### config.mk
export PLATFORM = sky130hd
export DESIGN_NAME = frame_bitmap_allocator
export DESIGN_NICKNAME = d
export VERILOG_FILES = /design/src/design/fba_pkg.sv /design/src/design/fba_ram.sv /design/src/design/fba_apb_regs.sv /design/src/design/fba_engine.sv /design/src/design/frame_bitmap_allocator.sv
export SDC_FILE = /design/constraint.sdc
export NUM_CORES = 2
export LEC_CHECK = 0
export ABC_AREA = 1
export BUFFER_PORTS_ARGS = -buffer_cell sky130_fd_sc_hd__buf_2
export CAP_MARGIN = 30
export CORE_ASPECT_RATIO = 0.75
export CORE_MARGIN = 5
export CORE_UTILIZATION = 45
export CTS_BUF_LIST = sky130_fd_sc_hd__clkbuf_2
export CTS_CLUSTER_SIZE = 28
export DETAILED_ROUTE_END_ITERATION = 16
export SLEW_MARGIN = 20
export SYNTH_ARGS = -nofsm -noshare
export SYNTH_HDL_FRONTEND = slang
export SYNTH_SLANG_ARGS = --single-unit
### constraint.sdc
create_clock -name clk -period 10.8 [get_ports clk]
set_input_delay 0.54 -clock clk [delete_from_list [all_inputs] [get_ports clk]]
set_output_delay 0.54 -clock clk [all_outputs]
set_load 0.01 [all_outputs]
### src/design/fba_pkg.sv
// Shared types, constants and state encoding for the frame bitmap allocator.
`timescale 1ns / 1ps
`default_nettype none

package fba_pkg;

	// Field widths fixed by the request and result formats
	localparam int FRAME_W = 12;
	localparam int COUNT_W = 13;

	// Default sizing of the bitmap
	localparam int MAX_FRAMES_DEF = 4096;
	localparam int WORD_BITS_DEF  = 32;

	// Configuration port
	localparam int APB_AW = 3;
	localparam int APB_DW = 32;
	localparam logic REG_FRAME_COUNT = 1'b0;
	localparam logic [COUNT_W-1:0] FRAME_COUNT_RST = 13'd4096;

	// Request kinds
	localparam logic ACT_ALLOC = 1'b0;
	localparam logic ACT_FREE  = 1'b1;

	typedef struct packed {
		logic               action;
		logic [FRAME_W-1:0] current_frame;
		logic               kernel_page;
		logic               page_rw;
	} fba_req_t;

	typedef struct packed {
		logic               no_free_frame;
		logic               entry_updated;
		logic               user_mode;
		logic               writable;
		logic               present;
		logic [FRAME_W-1:0] frame;
	} fba_result_t;

	typedef enum logic [2:0] {
		ST_CLEAR,
		ST_IDLE,
		ST_SPLIT,
		ST_FREE_RD,
		ST_FREE_WR,
		ST_SCAN_RD,
		ST_SCAN_CHK,
		ST_RESULT
	} fba_state_t;

endpackage

`default_nettype wire

### src/design/fba_ram.sv
// Generic single-port synchronous RAM with registered read data.
`timescale 1ns / 1ps
`default_nettype none

module fba_ram #(
	parameter int WIDTH = 32,
	parameter int DEPTH = 128,
	parameter int AW    = (DEPTH > 1) ? $clog2(DEPTH) : 1
) (
	input  wire logic             clk,
	input  wire logic [AW-1:0]    addr,
	input  wire logic             we,
	input  wire logic [WIDTH-1:0] wdata,
	output logic      [WIDTH-1:0] rdata
);

	logic [WIDTH-1:0] mem [DEPTH];

	always_ff @(posedge clk) begin
		if (we) begin
			mem[addr] <= wdata;
		end
		rdata <= mem[addr];
	end

endmodule

`default_nettype wire

### src/design/fba_apb_regs.sv
// APB register block holding the frame count.
`timescale 1ns / 1ps
`default_nettype none

module fba_apb_regs (
	input  wire logic                         clk,
	input  wire logic                         arst_n,
	input  wire logic                         psel,
	input  wire logic                         penable,
	input  wire logic                         pwrite,
	input  wire logic [fba_pkg::APB_AW-1:0]   paddr,
	input  wire logic [fba_pkg::APB_DW-1:0]   pwdata,
	output logic      [fba_pkg::APB_DW-1:0]   prdata,
	output logic                              pready,
	output logic      [fba_pkg::COUNT_W-1:0]  frame_count
);

	logic reg_hit;

	// register index is the word address
	assign reg_hit = (paddr[fba_pkg::APB_AW-1] == fba_pkg::REG_FRAME_COUNT);
	assign pready  = 1'b1;

	always_ff @(posedge clk or negedge arst_n) begin
		if (!arst_n) begin
			frame_count <= fba_pkg::FRAME_COUNT_RST;
		end else if (psel && penable && pwrite && pready && reg_hit) begin
			frame_count <= pwdata[fba_pkg::COUNT_W-1:0];
		end
	end

	always_comb begin
		prdata = '0;
		if (reg_hit) begin
			prdata = {{(fba_pkg::APB_DW - fba_pkg::COUNT_W){1'b0}}, frame_count};
		end
	end

endmodule

`default_nettype wire

### src/design/fba_engine.sv
// Allocation engine: clearing pass, bitmap scan, read-modify-write and result register.
`timescale 1ns / 1ps
`default_nettype none

module fba_engine #(
	parameter int MAX_FRAMES = fba_pkg::MAX_FRAMES_DEF,
	parameter int WORD_BITS  = fba_pkg::WORD_BITS_DEF,
	parameter int NUM_WORDS  = MAX_FRAMES / WORD_BITS,
	parameter int AW         = (NUM_WORDS > 1) ? $clog2(NUM_WORDS) : 1
) (
	input  wire logic                        clk,
	input  wire logic                        arst_n,
	input  wire logic [fba_pkg::COUNT_W-1:0] frame_count,
	input  wire logic                        in_valid,
	output logic                             in_ready,
	input  wire fba_pkg::fba_req_t           in_req,
	output logic                             out_valid,
	input  wire logic                        out_ready,
	output fba_pkg::fba_result_t             out_res,
	output logic      [AW-1:0]               ram_addr,
	output logic                             ram_we,
	output logic      [WORD_BITS-1:0]        ram_wdata,
	input  wire logic [WORD_BITS-1:0]        ram_rdata
);

	localparam int FW = fba_pkg::FRAME_W;
	localparam int SW = $clog2(NUM_WORDS + 1);
	localparam int BW = (WORD_BITS > 1) ? $clog2(WORD_BITS) : 1;
	localparam int LW0 = $clog2((NUM_WORDS + 1) * WORD_BITS + 1);
	localparam int LW = (LW0 > fba_pkg::COUNT_W) ? LW0 : fba_pkg::COUNT_W;
	localparam int DW = (AW > FW) ? AW : FW;
	// reciprocal of the word size, exact after one correction step
	localparam int DIV_SH = FW + 7;
	localparam int RW = DIV_SH + 1;
	localparam int RECIP = (1 << DIV_SH) / WORD_BITS;
	localparam int MW = FW + RW;

	fba_pkg::fba_state_t state_q, state_d;

	fba_pkg::fba_req_t    req_q;
	fba_pkg::fba_result_t res_q, res_d;
	fba_pkg::fba_result_t out_q;
	logic                 out_valid_q;

	logic [SW-1:0] clr_q;
	logic [SW-1:0] lo_q;
	logic [SW-1:0] scan_q;
	logic [DW-1:0] q_est_q;
	logic [AW-1:0] w_q;
	logic [BW-1:0] b_q;

	logic          accept;
	logic          load_out;
	logic          res_load;
	logic [MW-1:0] recip_prod;
	logic [DW-1:0] q_est_d;
	logic [DW-1:0] qd_prod;
	logic [DW-1:0] r_raw;
	logic          r_big;
	logic [DW-1:0] q_fix;
	logic [DW-1:0] r_fix;
	logic [LW-1:0] scan_end;
	logic          scan_ok;
	logic          word_full;
	logic [BW-1:0] zero_j;
	logic [LW-1:0] found_frame;

	assign in_ready  = (state_q == fba_pkg::ST_IDLE);
	assign accept    = in_valid && in_ready;
	assign load_out  = (state_q == fba_pkg::ST_RESULT) && (!out_valid_q || out_ready);
	assign out_valid = out_valid_q;
	assign out_res   = out_q;

	// word and bit of the frame to free
	assign recip_prod = MW'(in_req.current_frame) * MW'(RECIP);
	assign q_est_d    = DW'(recip_prod >> DIV_SH);
	assign qd_prod    = q_est_q * DW'(WORD_BITS);
	assign r_raw      = DW'(req_q.current_frame) - qd_prod;
	assign r_big      = (r_raw >= DW'(WORD_BITS));
	assign q_fix      = r_big ? q_est_q + DW'(1) : q_est_q;
	assign r_fix      = r_big ? r_raw - DW'(WORD_BITS) : r_raw;

	// a word is searched only if it lies wholly below the frame count
	assign scan_end = (LW'(scan_q) + LW'(1)) * LW'(WORD_BITS);
	assign scan_ok  = (scan_q < SW'(NUM_WORDS)) && (scan_end <= LW'(frame_count));

	assign word_full = &ram_rdata;

	always_comb begin
		zero_j = '0;
		for (int k = WORD_BITS - 1; k >= 0; k--) begin
			if (!ram_rdata[k]) begin
				zero_j = BW'(k);
			end
		end
	end

	assign found_frame = LW'(scan_q) * LW'(WORD_BITS) + LW'(zero_j);

	always_comb begin
		state_d   = state_q;
		res_d     = '0;
		res_load  = 1'b0;
		ram_addr  = scan_q[AW-1:0];
		ram_we    = 1'b0;
		ram_wdata = '0;
		case (state_q)
			fba_pkg::ST_CLEAR: begin
				ram_addr = clr_q[AW-1:0];
				ram_we   = 1'b1;
				if (clr_q == SW'(NUM_WORDS - 1)) begin
					state_d = fba_pkg::ST_IDLE;
				end
			end
			fba_pkg::ST_IDLE: begin
				if (accept) begin
					if (in_req.action == fba_pkg::ACT_FREE) begin
						if (in_req.current_frame == '0) begin
							res_load = 1'b1;
							state_d  = fba_pkg::ST_RESULT;
						end else if (LW'(in_req.current_frame) >= LW'(MAX_FRAMES)) begin
							res_d.entry_updated = 1'b1;
							res_load = 1'b1;
							state_d  = fba_pkg::ST_RESULT;
						end else begin
							state_d = fba_pkg::ST_SPLIT;
						end
					end else if (in_req.current_frame != '0) begin
						res_d.frame = in_req.current_frame;
						res_load = 1'b1;
						state_d  = fba_pkg::ST_RESULT;
					end else begin
						state_d = fba_pkg::ST_SCAN_RD;
					end
				end
			end
			fba_pkg::ST_SPLIT: begin
				state_d = fba_pkg::ST_FREE_RD;
			end
			fba_pkg::ST_FREE_RD: begin
				ram_addr = w_q;
				state_d  = fba_pkg::ST_FREE_WR;
			end
			fba_pkg::ST_FREE_WR: begin
				ram_addr  = w_q;
				ram_we    = 1'b1;
				ram_wdata = ram_rdata & ~(WORD_BITS'(1) << b_q);
				res_d.entry_updated = 1'b1;
				res_load = 1'b1;
				state_d  = fba_pkg::ST_RESULT;
			end
			fba_pkg::ST_SCAN_RD: begin
				if (scan_ok) begin
					state_d = fba_pkg::ST_SCAN_CHK;
				end else begin
					res_d.no_free_frame = 1'b1;
					res_load = 1'b1;
					state_d  = fba_pkg::ST_RESULT;
				end
			end
			fba_pkg::ST_SCAN_CHK: begin
				if (word_full) begin
					state_d = fba_pkg::ST_SCAN_RD;
				end else begin
					ram_we    = 1'b1;
					ram_wdata = ram_rdata | (WORD_BITS'(1) << zero_j);
					res_d.frame         = found_frame[FW-1:0];
					res_d.present       = 1'b1;
					res_d.writable      = req_q.page_rw;
					res_d.user_mode     = !req_q.kernel_page;
					res_d.entry_updated = 1'b1;
					res_load = 1'b1;
					state_d  = fba_pkg::ST_RESULT;
				end
			end
			fba_pkg::ST_RESULT: begin
				if (load_out) begin
					state_d = fba_pkg::ST_IDLE;
				end
			end
			default: begin
				state_d = fba_pkg::ST_IDLE;
			end
		endcase
	end

	always_ff @(posedge clk or negedge arst_n) begin
		if (!arst_n) begin
			state_q <= fba_pkg::ST_CLEAR;
		end else begin
			state_q <= state_d;
		end
	end

	// clearing counter, scan pointer and lowest word that may hold a free frame
	always_ff @(posedge clk or negedge arst_n) begin
		if (!arst_n) begin
			clr_q  <= '0;
			lo_q   <= '0;
			scan_q <= '0;
		end else begin
			if (state_q == fba_pkg::ST_CLEAR) begin
				clr_q <= clr_q + SW'(1);
			end
			if (accept) begin
				scan_q <= lo_q;
			end
			if (state_q == fba_pkg::ST_SCAN_RD && !scan_ok) begin
				lo_q <= scan_q;
			end
			if (state_q == fba_pkg::ST_SCAN_CHK) begin
				if (word_full) begin
					scan_q <= scan_q + SW'(1);
				end else begin
					lo_q <= scan_q;
				end
			end
			if (state_q == fba_pkg::ST_FREE_WR && SW'(w_q) < lo_q) begin
				lo_q <= SW'(w_q);
			end
		end
	end

	always_ff @(posedge clk or negedge arst_n) begin
		if (!arst_n) begin
			out_valid_q <= 1'b0;
		end else if (load_out) begin
			out_valid_q <= 1'b1;
		end else if (out_ready) begin
			out_valid_q <= 1'b0;
		end
	end

	always_ff @(posedge clk) begin
		if (accept) begin
			req_q   <= in_req;
			q_est_q <= q_est_d;
		end
		if (state_q == fba_pkg::ST_SPLIT) begin
			w_q <= q_fix[AW-1:0];
			b_q <= r_fix[BW-1:0];
		end
		if (res_load) begin
			res_q <= res_d;
		end
		if (load_out) begin
			out_q <= res_q;
		end
	end

endmodule

`default_nettype wire

### src/design/frame_bitmap_allocator.sv
// Top level of the first-fit bitmap page frame allocator.
//
//  channel  | direction | handshake           | payload
//  ---------+-----------+---------------------+-----------------------------------------
//  s_*      | in        | s_tvalid / s_tready | s_tuser: action; s_tdata: frame, flags
//  m_*      | out       | m_tvalid / m_tready | m_tdata: frame, pte bits, status
//  apb      | in        | psel+penable/pready | frame_count at address 0
//
// Steps: an allocation reads the bitmap words in turn (one RAM read, then one
// check of the returned word) until it finds a free frame, which it sets and
// reports, or runs out of words. A free splits the frame number, reads the
// word, writes it back and loads the result. Requests with nothing to do go
// straight to the result. The single-port bitmap RAM bounds the work: every
// word touched costs one read and at most one write, one request at a time.
// Reset: a clearing pass writes zero to all MAX_FRAMES/WORD_BITS words, one a
// cycle (128 words by default), with s_tready low; configuration writes go on.
// Stalls: a finished result waits in the output register while the next request
// is taken; the engine holds in its result state only if that register is full.
`timescale 1ns / 1ps
`default_nettype none

module frame_bitmap_allocator #(
	parameter int MAX_FRAMES = fba_pkg::MAX_FRAMES_DEF,
	parameter int WORD_BITS  = fba_pkg::WORD_BITS_DEF
) (
	input  wire logic                       clk,
	input  wire logic                       arst_n,
	// slave stream
	input  wire logic                       s_tvalid,
	output logic                            s_tready,
	input  wire logic [15:0]                s_tdata,  // current_frame[11:0], kernel_page, page_rw, pad
	input  wire logic                       s_tuser,  // action
	// master stream
	output logic                            m_tvalid,
	input  wire logic                       m_tready,
	output logic      [23:0]                m_tdata,  // frame[11:0], present, writable, user_mode,
	                                                  // entry_updated, no_free_frame, pad
	// configuration
	input  wire logic                       psel,
	input  wire logic                       penable,
	input  wire logic                       pwrite,
	input  wire logic [fba_pkg::APB_AW-1:0] paddr,
	input  wire logic [fba_pkg::APB_DW-1:0] pwdata,
	output logic      [fba_pkg::APB_DW-1:0] prdata,
	output logic                            pready
);

	localparam int NUM_WORDS = MAX_FRAMES / WORD_BITS;
	localparam int AW = (NUM_WORDS > 1) ? $clog2(NUM_WORDS) : 1;
	localparam int FW = fba_pkg::FRAME_W;

	logic [fba_pkg::COUNT_W-1:0] frame_count;
	fba_pkg::fba_req_t           req;
	fba_pkg::fba_result_t        res;

	logic [AW-1:0]        ram_addr;
	logic                 ram_we;
	logic [WORD_BITS-1:0] ram_wdata;
	logic [WORD_BITS-1:0] ram_rdata;

	// unpack the request: action on tuser, the rest on tdata from bit 0 up
	always_comb begin
		req.action        = s_tuser;
		req.current_frame = s_tdata[FW-1:0];
		req.kernel_page   = s_tdata[FW];
		req.page_rw       = s_tdata[FW+1];
	end

	// pack the result from bit 0 up, zero fill to whole bytes
	assign m_tdata = {7'b0, res.no_free_frame, res.entry_updated, res.user_mode,
		res.writable, res.present, res.frame};

	fba_apb_regs u_regs (
		.clk         (clk),
		.arst_n      (arst_n),
		.psel        (psel),
		.penable     (penable),
		.pwrite      (pwrite),
		.paddr       (paddr),
		.pwdata      (pwdata),
		.prdata      (prdata),
		.pready      (pready),
		.frame_count (frame_count)
	);

	fba_ram #(
		.WIDTH (WORD_BITS),
		.DEPTH (NUM_WORDS),
		.AW    (AW)
	) u_bitmap (
		.clk   (clk),
		.addr  (ram_addr),
		.we    (ram_we),
		.wdata (ram_wdata),
		.rdata (ram_rdata)
	);

	fba_engine #(
		.MAX_FRAMES (MAX_FRAMES),
		.WORD_BITS  (WORD_BITS),
		.NUM_WORDS  (NUM_WORDS),
		.AW         (AW)
	) u_engine (
		.clk         (clk),
		.arst_n      (arst_n),
		.frame_count (frame_count),
		.in_valid    (s_tvalid),
		.in_ready    (s_tready),
		.in_req      (req),
		.out_valid   (m_tvalid),
		.out_ready   (m_tready),
		.out_res     (res),
		.ram_addr    (ram_addr),
		.ram_we      (ram_we),
		.ram_wdata   (ram_wdata),
		.ram_rdata   (ram_rdata)
	);

endmodule

`default_nettype wire
==> flow_summary.yaml <==
outcome:
  outcome: "finished, final reports clean"
setup_path:
  path_buf_inv: 7
  cp-startpoint: "u_engine.state_q[0]$_DFFE_PN0P_"
  cp_slowest_cell: "buf_4"
  cp_max_fo: 37
  timing.rr.start: "u_engine.state_q[0]$_DFFE_PN0P_"
  critPathLaunchType: "register"
  cp_cell_sequence: "nor2_4 -> nand2_2 -> nand2_4 -> inv_2 -> o22ai_1 -> a21oi_1 -> inv_1 -> nor2_4 -> buf_4 -> inv_1 -> nor2_1 -> buf_4 -> inv_1 -> nor2_4 -> buf_4"
  cp.arrival_ns: 7.58
  r2r_cells: 15
  r2r-end: "u_bitmap.mem[21][20]$_DFFE_PP_"
  ff2ff_setup_slack_ns: 4.84
  crit_end: "u_bitmap.mem[21][20]$_DFFE_PP_"
  critPathKind: "reg -> reg"
  endpoint_kind: "register"
  cp_top_family: "buffers and inverters"
  cp.depth: 15
  critPathMaxStageDelay_ns: 0.72
  worstPathRequired_ns: 12.42
drt:
  drtPass1Iterations: 8
  dr.first_iter.drc_count: 14188
  vias: 95348
  drc_errors: 0
  via_per_inst: 6.29
  drt-wirelength-per-cell_um: 33.1
  routed_wl_mm: 502
  ant_nets: 0
run:
  maxCapViolCount: 0
cells_and_area:
  fillers: 28501
  fin_area_um2: 173000
  drive_above_1_share: 0.204
  final_cells: 15166
  finalNetCount: 9876
  area_growth_pct: 11.3
  mostFrequentLayoutCells: "4156 x edfxtp_1, 1613 x a22oi_1, 1406 x clkbuf_2"
  final_common_cell: "edfxtp_1"
global_routing:
  gr-total-overflow: 0
  grt_max_degree: 99
  busiest_layer: "met2"
  grt_use_total: 0.272
  grt_pass1_vias: 92418
  grt_pass1_wl_mm: 695
  use_met3: 0.0911
  met2_usage: 0.391
  grt_antenna_before_repair: 27
  grt_use_met1: 0.389
clocking:
  cts-resized-gates: 0
  htree_levels: 6
  clkLatencyLatePin_ns: 2.07
  root_buffer: "clkbuf_2"
  path_clk_slew_ns: 0.11
  cts_made_buffers: 916
  clockBufferDepth: 4
  clkSinkCount: 4229
  cts_tree: "yes"
timing:
  worst_pin_slew_ns: 1.13
  tns_ns: 0
  maxSlewViolCount: 0
  slew_headroom: 0.239
  setup_violations: 0
  hold_violations: 0
  timing.fmax_ghz: 0.168
  fin_worst_skew_ns: 0.242
  fin_crit_ns: 5.96
  fin_crit_sh: 0.552
  whs_ns: 0.371
  grt_setup_unrepaired: "false"
synth:
  yosysTopAreaCellShare: 0.803
  synth_cells: 8891
  mappedNetlistArea_um2: 155000
  synth_seq_cells: 4229
  postSynthAreaPerCell_um2: 17.5
  synth_edf_count: 4156
  yosysTopAreaCell: "edfxtp_1"
  ys_warn_count: 0
  netlist_top_cells_area: "edfxtp_1 80%, a22oi_1 7.8%, nand4_1 2.2%, nand2_1 1.8%, a22o_1 1.1%"
  synthDistinctLibCells: 61
  async_flop_share: 0.00969
  yosysSeqAreaShare: 0.813
  synthFlopType: "edfxtp_1"
pwr:
  ir_worst_vdd_uv: 421
  totalPowerFinal_mw: 54.2
  power.leakage_nw: 55.9
  power_density_nw_per_um2: 313
floorplanning:
  die-height_um: 519
  die_area_um2: 358000
  die_w_um: 689
  start_util: 0.451
  rows: 187
  core_um2: 345000
  io_pins: 118
placed_design:
  routabilityCongestion: 0.903
  dp_hpwl_mm: 269
  dp_cells: 13383
  place_area_um2: 163000
  portBuffers: 67
min_path:
  holdCritPathClass: "in -> reg"
[per-layer routing]
layer | vias to the layer above | routed length [µm]
li1 | 38987 | -
met1 | 48668 | 198000
met2 | 6784 | 217000
met3 | 893 | 69300
met4 | 16 | 16700
met5 | - | 474
[power breakdown]
part           switching, mW  leakage [nW]  internal [mW]
clock                   6.16          6.50           3.84
combinational           18.5          10.4           5.85
sequential             0.308          39.0           19.5
[kinds of logic after synthesis]
kind of cell             after synthesis  synth area share
AND/OR/NAND/NOR                     1677            0.0513
XOR/XNOR                              12          0.000676
AO/OA/AOI/OAI                       2255             0.112
adder cells (fa/ha/maj)               18           0.00145
flip-flops                          4229             0.813
other                                  2         0.0000483
buffers and inverters                698            0.0215
[flip-flops by register name (all words and copies together), names as in the netlist, 5 cells and up]
register	flops
u_engine.req_q	14
u_engine.b_q	5
u_engine.res_q	17
u_regs.frame_count	13
u_engine.clr_q	8
u_engine.w_q	7
u_engine.out_res	17
u_engine.lo_q	8
u_bitmap.rdata	32
u_engine.scan_q	8
u_bitmap.mem	4096
[worst min-delay path, delay by kind of cell]
kind                     cells  cell delay, ns
AO/OA/AOI/OAI                1            0.14
adder cells (fa/ha/maj)      1            0.16
buffers and inverters        3            1.22
AND/OR/NAND/NOR              2            0.20
[stage by stage]
| stage | setup slack [ns] | util |
|---|---|---|
| floorplan | 2.51 | - |
| global placement | 4.95 | 0.472 |
| detailed placement | 4.96 | 0.473 |
| CTS | 4.87 | 0.501 |
| global route | 4.78 | 0.501 |
| finish | 4.84 | 0.502 |
[worst min path at each step]
| stage | end | from | cells past startpoint | slack (ns) |
|---|---|---|---|---|
| global route | u_engine.state_q[2]$_DFFE_PN0P_ | s_tuser | 7 | 0.29 |
| floorplan | u_engine.clr_q[0]$_DFFE_PN0N_ | arst_n | 0 | 0.24 |
| CTS | u_engine.out_res[11]$_DFFE_PP_ | m_tready | 6 | 0.02 |
| finish | u_engine.state_q[2]$_DFFE_PN0P_ | s_tuser | 7 | 0.37 |
| detailed placement | u_engine.out_res[9]$_DFFE_PP_ | u_engine.res_q[9]$_DFFE_PP_ | 0 | 0.40 |
| global placement | u_engine.out_res[14]$_DFFE_PP_ | u_engine.res_q[14]$_SDFFCE_PN0P_ | 0 | 0.40 |
[repair_timing]
action	4_1_cts	5_1_grt
endpoints found under the hold margin	140	0
hold buffers	112	0
buffers inserted	0	0
[layout make-up]
class                           count  area, µm²  share of cell area
Timing Repair Buffer              530       4690              0.0271
Clock inverter                    230       1390             0.00804
Clock buffer                     1406       7040              0.0407
Tap cell                         4630       5790              0.0335
Multi-Input combinational cell   3989      27100               0.157
Antenna cell                       19       47.5            0.000275
Sequential cell                  4229     126000               0.731
Inverter                          133        541             0.00312
[cells in the mapped netlist, types with 4 or more instances]
master and number:
a211oi_1 7, a21oi_1 76, a221oi_1 148, a221oi_2 34, a22o_1 189, a22oi_1 1613
a31oi_1 12, a41o_1 13, a41oi_1 35, buf_1 72, buf_2 297, buf_4 44
buf_6 24, clkbuf_1 128, clkinv_1 4, dfrtp_1 40, dfxtp_1 32, edfxtp_1 4156
ha_1 18, inv_1 116, inv_2 8, inv_4 5, nand2_1 755, nand3_1 90
nand4_1 555, nor2_1 237, nor3_1 15, nor3_4 5, nor4_1 8, o2111ai_1 9
o211ai_1 12, o21ai_0 68, o21bai_1 8, o221ai_1 5, o22ai_1 6, xor2_1 11
Power figures use the tool's default switching activity.
